===== config.mk =====
export PLATFORM = sky130hd
export DESIGN_NAME = morse_keyer_queue_flat
export DESIGN_NICKNAME = d
export VERILOG_FILES = /design/src/hw/rtl/mkq_pkg.sv /design/src/hw/rtl/mkq_in_if.sv /design/src/hw/rtl/mkq_out_if.sv /design/src/hw/rtl/morse_keyer_queue.sv /design/src/hw/rtl/mkq_ram.sv /design/src/hw/rtl/mkq_front.sv /design/src/hw/rtl/mkq_text_q.sv /design/src/hw/rtl/mkq_back.sv /design/src/flat_wrapper.sv
export SDC_FILE = /design/constraint.sdc
export NUM_CORES = 2
export LEC_CHECK = 0
export BUFFER_PORTS_ARGS = -buffer_cell sky130_fd_sc_hd__buf_2
export CORE_MARGIN = 2
export CORE_UTILIZATION = 55
export DETAILED_ROUTE_END_ITERATION = 12
export PLACE_DENSITY = 0.77
export SLEW_MARGIN = 20
export SYNTH_ARGS = -nofsm -noshare
export SYNTH_HDL_FRONTEND = slang
export SYNTH_SLANG_ARGS = --single-unit

===== constraint.sdc =====
create_clock -name clk -period 9.9 [get_ports clk]
set_input_delay 1.98 -clock clk [delete_from_list [all_inputs] [get_ports clk]]
set_output_delay 1.98 -clock clk [all_outputs]
set_load 0.05 [all_outputs]

===== src/hw/rtl/mkq_pkg.sv =====
// Shared types, constants and the character code table for the Morse keyer queue.
// No dependencies; imported by morse_keyer_queue, mkq_front, mkq_text_q and mkq_back.
package mkq_pkg;

  localparam int CFG_IDX_W  = 2;
  localparam int CFG_DATA_W = 16;

  localparam logic [15:0] DIT_TICKS_RST  = 16'd61;
  localparam logic [15:0] DAH_TICKS_RST  = 16'd183;
  localparam logic [15:0] EGAP_TICKS_RST = 16'd61;
  localparam logic [15:0] LGAP_TICKS_RST = 16'd122;

  localparam logic CMD_TICK = 1'b0;
  localparam logic CMD_PUSH = 1'b1;

  localparam logic [7:0] CH_LOWER_A = 8'h61;
  localparam logic [7:0] CH_LOWER_Z = 8'h7a;
  localparam logic [7:0] CH_UPPER_A = 8'h41;
  localparam logic [7:0] CH_UPPER_Z = 8'h5a;
  localparam logic [7:0] CH_ZERO    = 8'h30;
  localparam logic [7:0] CH_NINE    = 8'h39;
  localparam logic [5:0] DIGIT_BASE = 6'd26;

  typedef enum logic [CFG_IDX_W-1:0] {
    CFG_DIT  = 2'd0,
    CFG_DAH  = 2'd1,
    CFG_EGAP = 2'd2,
    CFG_LGAP = 2'd3
  } cfg_reg_e;

  typedef struct packed {
    logic [15:0] dit_ticks;
    logic [15:0] dah_ticks;
    logic [15:0] element_gap_ticks;
    logic [15:0] letter_gap_ticks;
  } cfg_regs_t;

  // len of zero marks a character without a code; dah bit i is element i
  typedef struct packed {
    logic [2:0] len;
    logic [4:0] dah;
  } code_t;

  typedef struct packed {
    logic  is_push;
    code_t code;
  } cmd_item_t;

  typedef struct packed {
    logic push;
    logic pop;
  } tq_ctl_t;

  localparam code_t MORSE_TBL [36] = '{
    '{3'd2, 5'b00010}, '{3'd4, 5'b00001}, '{3'd4, 5'b00101}, '{3'd3, 5'b00001},
    '{3'd1, 5'b00000}, '{3'd4, 5'b00100}, '{3'd3, 5'b00011}, '{3'd4, 5'b00000},
    '{3'd2, 5'b00000}, '{3'd4, 5'b01110}, '{3'd3, 5'b00101}, '{3'd4, 5'b00010},
    '{3'd2, 5'b00011}, '{3'd2, 5'b00001}, '{3'd3, 5'b00111}, '{3'd4, 5'b00110},
    '{3'd4, 5'b01011}, '{3'd3, 5'b00010}, '{3'd3, 5'b00000}, '{3'd1, 5'b00001},
    '{3'd3, 5'b00100}, '{3'd4, 5'b01000}, '{3'd3, 5'b00110}, '{3'd4, 5'b01001},
    '{3'd4, 5'b01101}, '{3'd4, 5'b00011},
    '{3'd5, 5'b11111}, '{3'd5, 5'b11110}, '{3'd5, 5'b11100}, '{3'd5, 5'b11000},
    '{3'd5, 5'b10000}, '{3'd5, 5'b00000}, '{3'd5, 5'b00001}, '{3'd5, 5'b00011},
    '{3'd5, 5'b00111}, '{3'd5, 5'b01111}
  };

  function automatic code_t code_of(input logic [7:0] c);
    logic [7:0] idx;
    code_t      r;
    idx = 8'd0;
    r   = '{3'd0, 5'b00000};
    if (c >= CH_LOWER_A && c <= CH_LOWER_Z) begin
      idx = c - CH_LOWER_A;
      r   = MORSE_TBL[idx[5:0]];
    end else if (c >= CH_UPPER_A && c <= CH_UPPER_Z) begin
      idx = c - CH_UPPER_A;
      r   = MORSE_TBL[idx[5:0]];
    end else if (c >= CH_ZERO && c <= CH_NINE) begin
      idx = c - CH_ZERO;
      r   = MORSE_TBL[idx[5:0] + DIGIT_BASE];
    end
    return r;
  endfunction

endpackage


===== src/hw/rtl/mkq_in_if.sv =====
// Input channel of the Morse keyer queue: valid/ready with command and character.
// Depends on nothing.
interface mkq_in_if;
  logic       valid;
  logic       ready;
  logic       cmd;
  logic [7:0] char_code;

  modport source (output valid, output cmd, output char_code, input ready);
  modport sink   (input valid, input cmd, input char_code, output ready);
endinterface


===== src/hw/rtl/mkq_out_if.sv =====
// Result channel of the Morse keyer queue: valid/ready with keyer status flags.
// Depends on nothing.
interface mkq_out_if;
  logic valid;
  logic ready;
  logic tone_on;
  logic push_dropped;
  logic idle;

  modport source (output valid, output tone_on, output push_dropped, output idle, input ready);
  modport sink   (input valid, input tone_on, input push_dropped, input idle, output ready);
endinterface


===== src/hw/rtl/morse_keyer_queue.sv =====
// Morse keyer with a character queue. Each input transaction is either a push of
// one character byte or one time tick, and each produces exactly one result
// (tone state, drop flag, idle flag). The block takes one transaction per clock
// whenever the result channel does not hold it back, and sustains that rate
// indefinitely: a tick does its element load, pop and countdown in the same
// cycle, and the text queue keeps its head code in a two-entry prefetch buffer
// in front of the registered-read RAM so a pop every clock never waits on the
// RAM read. An accepted transaction is held in the command queue, and the
// output register captures its result when the back end takes it. The user
// must write timing registers through the cfg port only while the block is
// idle; the block itself does not enforce this.
module morse_keyer_queue #(
  parameter int QUEUE_DEPTH = 256
) (
  input  logic                             clk,
  input  logic                             rst_n,
  input  logic                             cfg_we,
  input  logic [mkq_pkg::CFG_IDX_W-1:0]    cfg_index,
  input  logic [mkq_pkg::CFG_DATA_W-1:0]   cfg_wdata,
  mkq_in_if.sink                           in_ch,
  mkq_out_if.source                        out_ch
);
  import mkq_pkg::*;

  cfg_regs_t cfg_r, cfg_nxt;
  logic      cmd_valid;
  logic      cmd_ready;
  cmd_item_t cmd_item;
  tq_ctl_t   tq_ctl;
  code_t     tq_push_code;
  code_t     tq_head;

  always_comb begin
    cfg_nxt = cfg_r;
    if (cfg_we) begin
      unique case (cfg_reg_e'(cfg_index))
        CFG_DIT:  cfg_nxt.dit_ticks         = cfg_wdata;
        CFG_DAH:  cfg_nxt.dah_ticks         = cfg_wdata;
        CFG_EGAP: cfg_nxt.element_gap_ticks = cfg_wdata;
        CFG_LGAP: cfg_nxt.letter_gap_ticks  = cfg_wdata;
        default:  cfg_nxt = cfg_r;
      endcase
    end
  end

  always_ff @(posedge clk) begin
    if (!rst_n) begin
      cfg_r.dit_ticks         <= DIT_TICKS_RST;
      cfg_r.dah_ticks         <= DAH_TICKS_RST;
      cfg_r.element_gap_ticks <= EGAP_TICKS_RST;
      cfg_r.letter_gap_ticks  <= LGAP_TICKS_RST;
    end else begin
      cfg_r <= cfg_nxt;
    end
  end

  mkq_front u_front (
    .clk       (clk),
    .rst_n     (rst_n),
    .in_ch     (in_ch),
    .cmd_valid (cmd_valid),
    .cmd_ready (cmd_ready),
    .cmd_item  (cmd_item)
  );

  mkq_text_q #(
    .DEPTH (QUEUE_DEPTH)
  ) u_text_q (
    .clk       (clk),
    .rst_n     (rst_n),
    .ctl       (tq_ctl),
    .push_code (tq_push_code),
    .head      (tq_head)
  );

  mkq_back #(
    .DEPTH (QUEUE_DEPTH)
  ) u_back (
    .clk          (clk),
    .rst_n        (rst_n),
    .cfg          (cfg_r),
    .cmd_valid    (cmd_valid),
    .cmd_ready    (cmd_ready),
    .cmd_item     (cmd_item),
    .tq_ctl       (tq_ctl),
    .tq_push_code (tq_push_code),
    .tq_head      (tq_head),
    .out_ch       (out_ch)
  );

endmodule


===== src/hw/rtl/mkq_ram.sv =====
// Generic single-write, single-read RAM with registered read data.
// Depends on nothing.
module mkq_ram #(
  parameter int WIDTH = 8,
  parameter int DEPTH = 256
) (
  input  logic                     clk,
  input  logic                     we,
  input  logic [$clog2(DEPTH)-1:0] waddr,
  input  logic [WIDTH-1:0]         wdata,
  input  logic                     re,
  input  logic [$clog2(DEPTH)-1:0] raddr,
  output logic [WIDTH-1:0]         rdata
);

  logic [WIDTH-1:0] mem_r [DEPTH];
  logic [WIDTH-1:0] rdata_r;

  always_ff @(posedge clk) begin
    if (we) begin
      mem_r[waddr] <= wdata;
    end
    if (re) begin
      rdata_r <= mem_r[raddr];
    end
  end

  assign rdata = rdata_r;

endmodule


===== src/hw/rtl/mkq_front.sv =====
// Front end: accepts input transactions, classifies characters into Morse codes
// and holds them in a two-entry command queue. Depends on mkq_pkg and mkq_in_if.
module mkq_front (
  input  logic                  clk,
  input  logic                  rst_n,
  mkq_in_if.sink                in_ch,
  output logic                  cmd_valid,
  input  logic                  cmd_ready,
  output mkq_pkg::cmd_item_t    cmd_item
);
  import mkq_pkg::*;

  cmd_item_t  q_r [2];
  logic       wr_r, wr_nxt;
  logic       rd_r, rd_nxt;
  logic [1:0] cnt_r, cnt_nxt;
  logic       enq, deq;
  cmd_item_t  new_item;

  assign in_ch.ready = (cnt_r != 2'd2);
  assign enq         = in_ch.valid && in_ch.ready;
  assign cmd_valid   = (cnt_r != 2'd0);
  assign deq         = cmd_valid && cmd_ready;
  assign cmd_item    = q_r[rd_r];

  always_comb begin
    new_item.is_push = (in_ch.cmd == CMD_PUSH);
    new_item.code    = code_of(in_ch.char_code);
    wr_nxt  = enq ? ~wr_r : wr_r;
    rd_nxt  = deq ? ~rd_r : rd_r;
    cnt_nxt = cnt_r + {1'b0, enq} - {1'b0, deq};
  end

  always_ff @(posedge clk) begin
    if (!rst_n) begin
      wr_r  <= 1'b0;
      rd_r  <= 1'b0;
      cnt_r <= 2'd0;
    end else begin
      wr_r  <= wr_nxt;
      rd_r  <= rd_nxt;
      cnt_r <= cnt_nxt;
    end
  end

  always_ff @(posedge clk) begin
    if (enq) begin
      q_r[wr_r] <= new_item;
    end
  end

endmodule


===== src/hw/rtl/mkq_text_q.sv =====
// Character queue: RAM storage plus a two-entry prefetch buffer so the head
// code is visible every cycle at one pop per clock. Depends on mkq_pkg, mkq_ram.
module mkq_text_q #(
  parameter int DEPTH = 256
) (
  input  logic                 clk,
  input  logic                 rst_n,
  input  mkq_pkg::tq_ctl_t     ctl,
  input  mkq_pkg::code_t       push_code,
  output mkq_pkg::code_t       head
);
  import mkq_pkg::*;

  localparam int AW = $clog2(DEPTH);
  localparam int CW = $clog2(DEPTH + 1);

  logic [AW-1:0] wr_ptr_r, wr_ptr_nxt;
  logic [AW-1:0] rd_ptr_r, rd_ptr_nxt;
  logic [CW-1:0] ram_cnt_r, ram_cnt_nxt;
  logic          rd_valid_r;
  code_t         pf_r [2];
  code_t         pf_nxt [2];
  logic [1:0]    pf_cnt_r, pf_cnt_nxt;
  logic [1:0]    vis_cnt;
  logic [1:0]    occ;
  logic [1:0]    total;
  logic          bypass;
  logic          ram_we;
  logic          issue;
  code_t         rd_code;
  code_t         lst0, lst1;

  assign vis_cnt = pf_cnt_r + {1'b0, rd_valid_r};
  assign bypass  = ctl.push && (ram_cnt_r == '0) && (vis_cnt < 2'd2);
  assign ram_we  = ctl.push && !bypass;
  assign occ     = vis_cnt - {1'b0, ctl.pop};
  assign issue   = (ram_cnt_r != '0) && (occ <= 2'd1);
  assign head    = (pf_cnt_r != 2'd0) ? pf_r[0] : rd_code;

  mkq_ram #(
    .WIDTH ($bits(code_t)),
    .DEPTH (DEPTH)
  ) u_ram (
    .clk   (clk),
    .we    (ram_we),
    .waddr (wr_ptr_r),
    .wdata (push_code),
    .re    (issue),
    .raddr (rd_ptr_r),
    .rdata (rd_code)
  );

  always_comb begin
    wr_ptr_nxt = wr_ptr_r;
    rd_ptr_nxt = rd_ptr_r;
    if (ram_we) begin
      wr_ptr_nxt = (wr_ptr_r == AW'(DEPTH - 1)) ? '0 : wr_ptr_r + 1'b1;
    end
    if (issue) begin
      rd_ptr_nxt = (rd_ptr_r == AW'(DEPTH - 1)) ? '0 : rd_ptr_r + 1'b1;
    end
    ram_cnt_nxt = ram_cnt_r + CW'(ram_we) - CW'(issue);

    // order: prefetch entries, landing read data, bypassed push
    lst0 = (pf_cnt_r != 2'd0) ? pf_r[0] : (rd_valid_r ? rd_code : push_code);
    if (pf_cnt_r == 2'd2) begin
      lst1 = pf_r[1];
    end else if (pf_cnt_r == 2'd1) begin
      lst1 = rd_valid_r ? rd_code : push_code;
    end else begin
      lst1 = push_code;
    end
    total = vis_cnt + {1'b0, bypass};
    if (ctl.pop) begin
      pf_nxt[0]  = lst1;
      pf_nxt[1]  = lst1;
      pf_cnt_nxt = total - 2'd1;
    end else begin
      pf_nxt[0]  = lst0;
      pf_nxt[1]  = lst1;
      pf_cnt_nxt = total;
    end
  end

  always_ff @(posedge clk) begin
    if (!rst_n) begin
      wr_ptr_r   <= '0;
      rd_ptr_r   <= '0;
      ram_cnt_r  <= '0;
      rd_valid_r <= 1'b0;
      pf_cnt_r   <= 2'd0;
    end else begin
      wr_ptr_r   <= wr_ptr_nxt;
      rd_ptr_r   <= rd_ptr_nxt;
      ram_cnt_r  <= ram_cnt_nxt;
      rd_valid_r <= issue;
      pf_cnt_r   <= pf_cnt_nxt;
    end
  end

  always_ff @(posedge clk) begin
    pf_r[0] <= pf_nxt[0];
    pf_r[1] <= pf_nxt[1];
  end

endmodule


===== src/hw/rtl/mkq_back.sv =====
// Back end: executes ticks and pushes, runs the element and gap countdowns and
// registers the result transaction. Depends on mkq_pkg and mkq_out_if.
module mkq_back #(
  parameter int DEPTH = 256
) (
  input  logic                  clk,
  input  logic                  rst_n,
  input  mkq_pkg::cfg_regs_t    cfg,
  input  logic                  cmd_valid,
  output logic                  cmd_ready,
  input  mkq_pkg::cmd_item_t    cmd_item,
  output mkq_pkg::tq_ctl_t      tq_ctl,
  output mkq_pkg::code_t        tq_push_code,
  input  mkq_pkg::code_t        tq_head,
  mkq_out_if.source             out_ch
);
  import mkq_pkg::*;

  localparam int CW = $clog2(DEPTH + 1);

  logic [CW-1:0] count_r, count_nxt;
  logic [2:0]    elem_r, elem_nxt;
  logic [15:0]   tone_r, tone_nxt;
  logic [15:0]   sil_r, sil_nxt;
  logic          tstate_r, tstate_nxt;
  logic          out_valid_r, out_valid_nxt;
  logic          tone_on_r, dropped_r, idle_r;
  logic          take;
  logic          full;
  logic          dropped;
  logic          load;
  logic [7:0]    dah_ext;
  logic [15:0]   tone_ld, sil_ld;

  assign cmd_ready    = !out_valid_r || out_ch.ready;
  assign take         = cmd_valid && cmd_ready;
  assign full         = (count_r == CW'(DEPTH));
  assign tq_push_code = cmd_item.code;
  assign dah_ext      = {3'b000, tq_head.dah};

  always_comb begin
    tq_ctl.push = 1'b0;
    tq_ctl.pop  = 1'b0;
    dropped     = 1'b0;
    count_nxt   = count_r;
    elem_nxt    = elem_r;
    tone_ld     = tone_r;
    sil_ld      = sil_r;
    tone_nxt    = tone_r;
    sil_nxt     = sil_r;
    tstate_nxt  = tstate_r;
    load        = 1'b0;
    if (take) begin
      if (cmd_item.is_push) begin
        if (full) begin
          dropped = 1'b1;
        end else begin
          tq_ctl.push = 1'b1;
          count_nxt   = count_r + 1'b1;
        end
      end else begin
        load = (tone_r == 16'd0) && (sil_r == 16'd0) && (count_r != '0);
        if (load) begin
          if (elem_r >= tq_head.len) begin
            tq_ctl.pop = 1'b1;
            count_nxt  = count_r - 1'b1;
            elem_nxt   = 3'd0;
            sil_ld     = cfg.letter_gap_ticks;
          end else begin
            tone_ld  = dah_ext[elem_r] ? cfg.dah_ticks : cfg.dit_ticks;
            sil_ld   = cfg.element_gap_ticks;
            elem_nxt = elem_r + 3'd1;
          end
        end
        if (tone_ld != 16'd0) begin
          tstate_nxt = 1'b1;
          tone_nxt   = tone_ld - 16'd1;
          sil_nxt    = sil_ld;
        end else if (sil_ld != 16'd0) begin
          tstate_nxt = 1'b0;
          tone_nxt   = tone_ld;
          sil_nxt    = sil_ld - 16'd1;
        end else begin
          tone_nxt = tone_ld;
          sil_nxt  = sil_ld;
        end
      end
    end
    if (take) begin
      out_valid_nxt = 1'b1;
    end else if (out_ch.ready) begin
      out_valid_nxt = 1'b0;
    end else begin
      out_valid_nxt = out_valid_r;
    end
  end

  always_ff @(posedge clk) begin
    if (!rst_n) begin
      count_r     <= '0;
      elem_r      <= 3'd0;
      tone_r      <= 16'd0;
      sil_r       <= 16'd0;
      tstate_r    <= 1'b0;
      out_valid_r <= 1'b0;
    end else begin
      count_r     <= count_nxt;
      elem_r      <= elem_nxt;
      tone_r      <= tone_nxt;
      sil_r       <= sil_nxt;
      tstate_r    <= tstate_nxt;
      out_valid_r <= out_valid_nxt;
    end
  end

  always_ff @(posedge clk) begin
    if (take) begin
      tone_on_r <= tstate_nxt;
      dropped_r <= dropped;
      idle_r    <= (count_nxt == '0) && (tone_nxt == 16'd0) && (sil_nxt == 16'd0);
    end
  end

  assign out_ch.valid        = out_valid_r;
  assign out_ch.tone_on      = tone_on_r;
  assign out_ch.push_dropped = dropped_r;
  assign out_ch.idle         = idle_r;

endmodule

===== src/flat_wrapper.sv =====
// flat-port wrapper written by rule: the top's interface ports become plain ports
module morse_keyer_queue_flat import mkq_pkg::*;
#(
  parameter int QUEUE_DEPTH = 256
)
  (clk, rst_n, cfg_we, cfg_index, cfg_wdata, in_ch_valid, in_ch_cmd, in_ch_char_code, in_ch_ready, out_ch_valid, out_ch_tone_on, out_ch_push_dropped, out_ch_idle, out_ch_ready);
  mkq_in_if in_ch_i ();
  mkq_out_if out_ch_i ();
  input  logic clk;
  input  logic rst_n;
  input  logic cfg_we;
  input  logic [mkq_pkg::CFG_IDX_W-1:0] cfg_index;
  input  logic [mkq_pkg::CFG_DATA_W-1:0] cfg_wdata;
  input wire logic [$bits(in_ch_i.valid)-1:0] in_ch_valid;
  input wire logic [$bits(in_ch_i.cmd)-1:0] in_ch_cmd;
  input wire logic [$bits(in_ch_i.char_code)-1:0] in_ch_char_code;
  output wire logic [$bits(in_ch_i.ready)-1:0] in_ch_ready;
  output wire logic [$bits(out_ch_i.valid)-1:0] out_ch_valid;
  output wire logic [$bits(out_ch_i.tone_on)-1:0] out_ch_tone_on;
  output wire logic [$bits(out_ch_i.push_dropped)-1:0] out_ch_push_dropped;
  output wire logic [$bits(out_ch_i.idle)-1:0] out_ch_idle;
  input wire logic [$bits(out_ch_i.ready)-1:0] out_ch_ready;
  assign in_ch_i.valid = in_ch_valid;
  assign in_ch_i.cmd = in_ch_cmd;
  assign in_ch_i.char_code = in_ch_char_code;
  assign in_ch_ready = in_ch_i.ready;
  assign out_ch_valid = out_ch_i.valid;
  assign out_ch_tone_on = out_ch_i.tone_on;
  assign out_ch_push_dropped = out_ch_i.push_dropped;
  assign out_ch_idle = out_ch_i.idle;
  assign out_ch_i.ready = out_ch_ready;
  morse_keyer_queue #(.QUEUE_DEPTH(QUEUE_DEPTH)) u_core (.clk(clk), .rst_n(rst_n), .cfg_we(cfg_we), .cfg_index(cfg_index), .cfg_wdata(cfg_wdata), .in_ch(in_ch_i), .out_ch(out_ch_i));
endmodule

# Yosys cells after proc, flatten, opt, wreduce, memory -nomap -nowiden
# Memories as Yosys holds them, arrays and structs flattened. A register that Yosys moved wholly into a read port is not among the register bits.
# Index checks and enable logic that the tools add are counted.
# W data, S select, Z words.
# totals
regBits	145
ramBits	2082
romBits	1536
inputBits	32
output_inout_bits	5
memories	6
# op_classes
add_sub_neg	19
order_cmp	13
eq_ne	9
mux	61
bitwise_logic	6
n_reduce_logical	35
# memory_table
name	depth	word_bits	rd	rd_ports_with_merged_regs	write_ports	line_no	source
u_core.u_text_q.u_ram.mem_r	256	8	1	1	1	mkq_ram.sv:16	logic [WIDTH-1:0] mem_r [DEPTH];
(name not given)	64	8	1	0	0	mkq_pkg.sv:80	r = MORSE_TBL[idx[5:0] + DIGIT_BASE];
(name not given)	64	8	1	0	0	mkq_pkg.sv:77	r = MORSE_TBL[idx[5:0]];
(name not given)	64	8	1	0	0	mkq_pkg.sv:74	r = MORSE_TBL[idx[5:0]];
u_core.u_front.q_r	2	9	1	1	1	mkq_front.sv:13	cmd_item_t q_r [2];
u_core.u_text_q.pf_r	2	8	2	0	2	mkq_text_q.sv:21	code_t pf_r [2];
# op_table
op	n
$mux W16	17
$mux W8	16
$logic_not A16 Y1	4
$mux W9	5
$reduce_bool A16 Y1	2
$sub A16 B1 Y16 const B	2
$ge A7 B7 Y1 const B	3
$not A6 Y7	3
$mux W1	19
$logic_not A9 Y1	2
$reduce_bool A9 Y1	2
$add A8 B1 Y8 const B	2
$eq A8 B8 Y1 const B	2
$ge A8 B7 Y1 const B	2
$le A8 B7 Y1 const B	2
$logic_and A1 B1 Y1	13
$sub A6 B6 Y6 const B	2
$add A9 B1 Y9	1
$add A9 B1 Y9 const B	1
$eq A9 B9 Y1 const B	1
$sub A9 B1 Y9	1
$sub A9 B1 Y9 const B	1
$ge A8 B6 Y1 const B	1
$le A8 B6 Y1 const B	1
other kinds (23)	38

# Longest topological paths before layout
# logic_depth
ltp_word	16
mapped_depth	27

# Hierarchy
# Synthesis repeated with hierarchy kept, for this count alone.
# unflattened
hier_cells	5136
area_unflattened_um2	91660.4
# by_module_without_submodules
mod	n_inst	cells_per_inst	area_each_um2
mkq_ram	1	3733	79636.4
mkq_back	1	634	4710.8
mkq_text_q	1	270	2538.7
morse_keyer_queue	1	237	2471.1
mkq_front	1	262	2303.5

# Worst setup path before layout
# OpenSTA, ideal clock, no wires.
# synth_timing
path_kind	register to register
startpoint	reg u_core.u_text_q.pf_cnt_r[1]
endpoint	reg u_core.u_text_q.ram_cnt_r[8]
arrival_ns	6.084
t_required_ns	9.830
setup_slack_ns	3.746
stages_incl_launch_ff	28
cell_sequence	dfxtp_1 buf_4 nor2_2 mux2_2 ha_1 nor2b_1 o21ai_1 clkbuf_1 and4_2 clkbuf_1 nand2_1 clkinv_1 buf_1 ha_1 xor2_1 nor2_1 ha_1 inv_1 ha_1 fa_1 a21oi_1 o21bai_1 a21oi_1 o21bai_1 a21oi_1 nor2_1 or3_1 a21oi_1
# synth_between
elab_chain_cells	11
# synth_rtl
item	line_no	source
start: declaration	mkq_text_q.sv:23	logic [1:0] pf_cnt_r, pf_cnt_nxt;
start signal: assignment	mkq_text_q.sv:97	pf_cnt_r <= pf_cnt_nxt;
$reduce_bool A2 Y1	mkq_text_q.sv:38	assign head = (pf_cnt_r != 2'd0) ? pf_r[0] : rd_code;
$mux W8	mkq_text_q.sv:38	
$ge A3 B3 Y1	mkq_back.sv:64	if (elem_r >= tq_head.len) begin
$mux W1	mkq_back.sv:64	
$mux W1	mkq_back.sv:63	if (load) begin
$mux W1	mkq_back.sv:54	if (cmd_item.is_push) begin
$mux W2	mkq_back.sv:53	if (take) begin
$sub A2 B1 Y2 (*)	mkq_text_q.sv:36	assign occ = vis_cnt - {1'b0, ctl.pop};
$le A2 B1 Y1 (*)	mkq_text_q.sv:37	assign issue = (ram_cnt_r != '0) && (occ <= 2'd1);
$logic_and A1 B1 Y1 (*)	mkq_text_q.sv:37	
net u_core.u_text_q.issue	mkq_text_q.sv:29	logic issue;
$sub A9 B1 Y9 (*)	mkq_text_q.sv:62	ram_cnt_nxt = ram_cnt_r + CW'(ram_we) - CW'(issue);
end signal: assignment	mkq_text_q.sv:95	ram_cnt_r <= ram_cnt_nxt;
end: declaration	mkq_text_q.sv:19	logic [CW-1:0] ram_cnt_r, ram_cnt_nxt;
# The timed path passes the listed nets; every way through them passes the cells marked *.
# A chain may end at the register's enable or synchronous reset.

# Worst setup path after layout
# layout_timing
startpoint	reg u_core.u_text_q.pf_cnt_r[0]
endpoint	reg u_core.u_back.idle_r (netlist: u_core.u_back.out_ch.idle) (data pin)
# layout_between
elab_chain_cells	16
# layout_rtl
item	line_no	source
$reduce_bool A2 Y1 (*)	mkq_text_q.sv:38	
$mux W8 (*)	mkq_text_q.sv:38	
$bmux W1 S3	mkq_back.sv:70	tone_ld = dah_ext[elem_r] ? cfg.dah_ticks : cfg.dit_ticks;
$mux W1 (not written as such)	mkq_back.sv:70	
$mux W16	mkq_back.sv:70	
$mux W16	mkq_back.sv:64	
$mux W16	mkq_back.sv:63	
$mux W16	mkq_back.sv:54	
$mux W16	mkq_back.sv:53	
$sub A16 B1 Y16 / $reduce_bool A16 Y1 (equally long branches)	mkq_back.sv:77, mkq_back.sv:75	
$mux W16	mkq_back.sv:75	if (tone_ld != 16'd0) begin
$mux W16	mkq_back.sv:54	
$mux W16	mkq_back.sv:53	
$logic_not A16 Y1	mkq_back.sv:120	idle_r <= (count_nxt == '0) && (tone_nxt == 16'd0) && (sil_nxt == 16'd0);
$logic_and A1 B1 Y1	mkq_back.sv:120	
$logic_and A1 B1 Y1 (*)	mkq_back.sv:120	
end signal: assignment	mkq_back.sv:120	
end: declaration	mkq_back.sv:27	logic tone_on_r, dropped_r, idle_r;
# Mark *: on every way between the ends. The rest lies on a longest branch, timed or not. The select of a mux whose other input is x is not followed.

==> results.txt <==
hold buffers post-CTS - 0
number of global-route vias before repair - 46400
worst-margin pin slew - 1270 ps
average wire per standard cell - 30.8 um
fin crit period - 6710 ps
period utilization - 67.8%
Hold Crit Class - flip-flop to flip-flop
Clock Pin Slew Worst Setup and Hold Paths - 60 ps
Syn. warnings - 0
ys flop type - edfxtp_1
Pint - 19.3 mW
H-tree Lvls - 4
leading cell type in the layout, fill and taps excluded - edfxtp_1
Setup crit start kind - flip-flop
via-per-instance ratio - 6.64
Fillers - 11000
Peak VDD IR - 266 uV
highest cell delay on the worst timing path - 1000 ps
I/O pins - 37
Setup Buffers After CTS - 0
Leakage - 30.7 nW
initial antenna violation count - 11
worst-path fanout max - 27
Syn Inst Count - 4678
Final ANT Viol Nets - 0
Max Clock Freq - 149 MHz
Yosys reg bits - 2236
Clock power frac - 27.9%
Die X - 409 um
RSZ-0062 raised after global routing - no
Seq/Total Area, Yosys - 72.7%
Num CTS Buffers - 210
asr flop ratio synth - 0%
slowest stage cell, crit path - dfxtp_1
syn nets - 4756
switching part of the total - 31.6%
area of the multi-input gates - 23700 um2
EDFF count, synth - 2085
row count - 148
first-pass GRT wire length - 320000 um
CP Capture Type - flip-flop
Routed WL - 218000 um
starting DRC count in detailed routing - 6699
# setup viols final - 0
Slew headroom - 15.0%
most frequent cells in the layout - edfxtp_1, mux4_2, nor2_1
largest net degree at the start of global routing - 172
combinational power share - 30.5%
largest delay contributor family on the critical path - simple AND/OR/NAND/NOR gates
CP Data Required Time - 10550 ps
Slew Limit Fails - 0
clk root buf - clkbuf_16
Congestion Overflow GR - 0
Avg Cell Area, Syn - 19.3 um2
FF/Latch Area - 65700 um2
DRC - 0
Die Y - 409 um
Worst Skew - 59.9 ps
area delta synth->final - 10.4%
Total GRT Usage - 26.1%
Pwr Total - 28.2 mW
critical path arrival - 7360 ps
Setup TNS Final - 0 ps
hpwl dp - 123000 um
layout cells sized above 1 - 23.7%
status - completed
worst path bufs/invs - 0
Final Hold Vio Count - 0
die area - 167000 um2
Nets - 4798
clk sinks - 2236
crit path kind - flip-flop to flip-flop
Port-buffer cells - 36
sequential share of power - 41.7%
worst skew pair latency - 850 ps
core region area - 163000 um2
Max-cap violations - 0
crit-path cells - nor2_2 -> mux2_2 -> a32oi_2 -> nand2_1 -> mux2_2 -> a21oi_1 -> ha_1 -> nand3b_1 -> a31oi_1 -> nand4_2 -> or4_1 -> xnor2_1 -> o21ai_0 -> or4_1 -> nor4_2
gpl congestion - 0.900
Unique masters post-synth - 93
Psw - 8.91 mW
PwrDens - 283 nW/um2
clk buf depth - 3
Via Count - 47000
Mapped Area - 90300 um2
CTS resizes - 0
CTS tree - built
drt first pass iters - 6
initial core utilization - 55.4%
[stage by stage]
stage          std cells  cell area (um2)  hold WS [ps]  worst slack [ps]  utilization (%)
2_1_floorplan       4678            90300           437              3750                -
4_1_cts             7073            99500           474              3280             61.1
3_3_place_gp        6681            92900           463              3480             57.0
3_5_place_dp        6681            92900           467              3370             57.0
6_report            7078            99600           474              3190             61.1
5_1_grt             7075            99600           508              2760             61.1
[worst register-to-register path: cells and delay by family, from the launching register on]
family,cells,cell delay [ps]
mux,2,860
compound gates,4,1480
simple gates,7,2820
xor+xnor,1,140
fa+ha+maj,1,220
flops,1,1000
[state kept, by name, indices dropped and copies added (netlist names), 3 cells and up, named ones only]
name and flops:
u_core.cfg_r 64, u_core.u_back.count_r 9, u_core.u_back.elem_r 3, u_core.u_back.sil_r 16, u_core.u_back.tone_r 16, u_core.u_front.q_r 18, u_core.u_text_q.pf_r 16, u_core.u_text_q.ram_cnt_r 9
u_core.u_text_q.rd_ptr_r 8, u_core.u_text_q.u_ram.mem_r 2048, u_core.u_text_q.u_ram.rdata 8, u_core.u_text_q.wr_ptr_r 8
[cell type report]
| class | count | area share (%) |
|---|---|---|
| antenna | 3 | 0.00754 |
| clock buffer | 274 | 5.66 |
| clock inverter | 118 | 1.03 |
| inverter | 31 | 0.118 |
| multi-input combinational | 2138 | 23.8 |
| sequential | 2236 | 65.9 |
| tap | 2175 | 2.73 |
| timing repair buffer | 103 | 0.789 |
[layer usage]
layer	vias to the layer above	global-route usage [%]	routed length (um)
li1	19200	-	-
met1	24600	36.0	81800
met3	415	5.40	20900
met5	-	0	60
met4	8	8.84	7200
met2	2837	42.1	108000
[logic make-up (layout without fill, tap and decap cells)]
group / count (synthesis) / after routing / share of synthesized area (%)
XOR/XNOR: 48 / 48 / 0.466
buffers and inverters: 304 / 526 / 1.31
AND/OR/NAND/NOR: 942 / 942 / 4.62
flip-flops: 2236 / 2236 / 72.7
AO/OA/AOI/OAI: 358 / 358 / 2.52
multiplexers: 744 / 744 / 17.7
other: 0 / 3 / 0
adder cells (fa/ha/maj): 46 / 46 / 0.646
[path summary, 6_finish.rpt]
| kind | start | endpoint | slack, ps | depth (start not counted) |
|---|---|---|---|---|
| max reg2reg | u_core.u_text_q.pf_cnt_r[0] | u_core.u_back.out_ch.idle | 3190 | 15 |
| max | u_core.u_text_q.pf_cnt_r[0] | u_core.u_back.out_ch.idle | 3190 | 15 |
| min | u_core.cfg_r[12] | u_core.cfg_r[12] | 470 | 2 |
| min reg2reg | u_core.cfg_r[12] | u_core.cfg_r[12] | 470 | 2 |
[power groups by stage]
stage | clock network, mW | registers [mW] | logic (mW)
2_1_floorplan | 0 | 11.9 | 5.89
3_3_place_gp | 0 | 11.9 | 8.28
3_5_place_dp | 0 | 11.9 | 8.45
4_1_cts | 7.92 | 11.7 | 8.54
5_1_grt | 8.26 | 11.8 | 9.08
6_report | 7.86 | 11.7 | 8.59
[Yosys cell counts (all sizes together), types with 44 or more instances]
library cell     n  area [um2]
a21oi          149         753
mux4           682       15400
ha              45         563
clkbuf         206         777
nand2          250         938
buf             67         285
edfxtp        2085       62600
o21ai           61         305
nand3           79         400
nor3            44         220
dfxtp          151        3020
nor2           422        1590
Power figures use the tool's default switching activity.
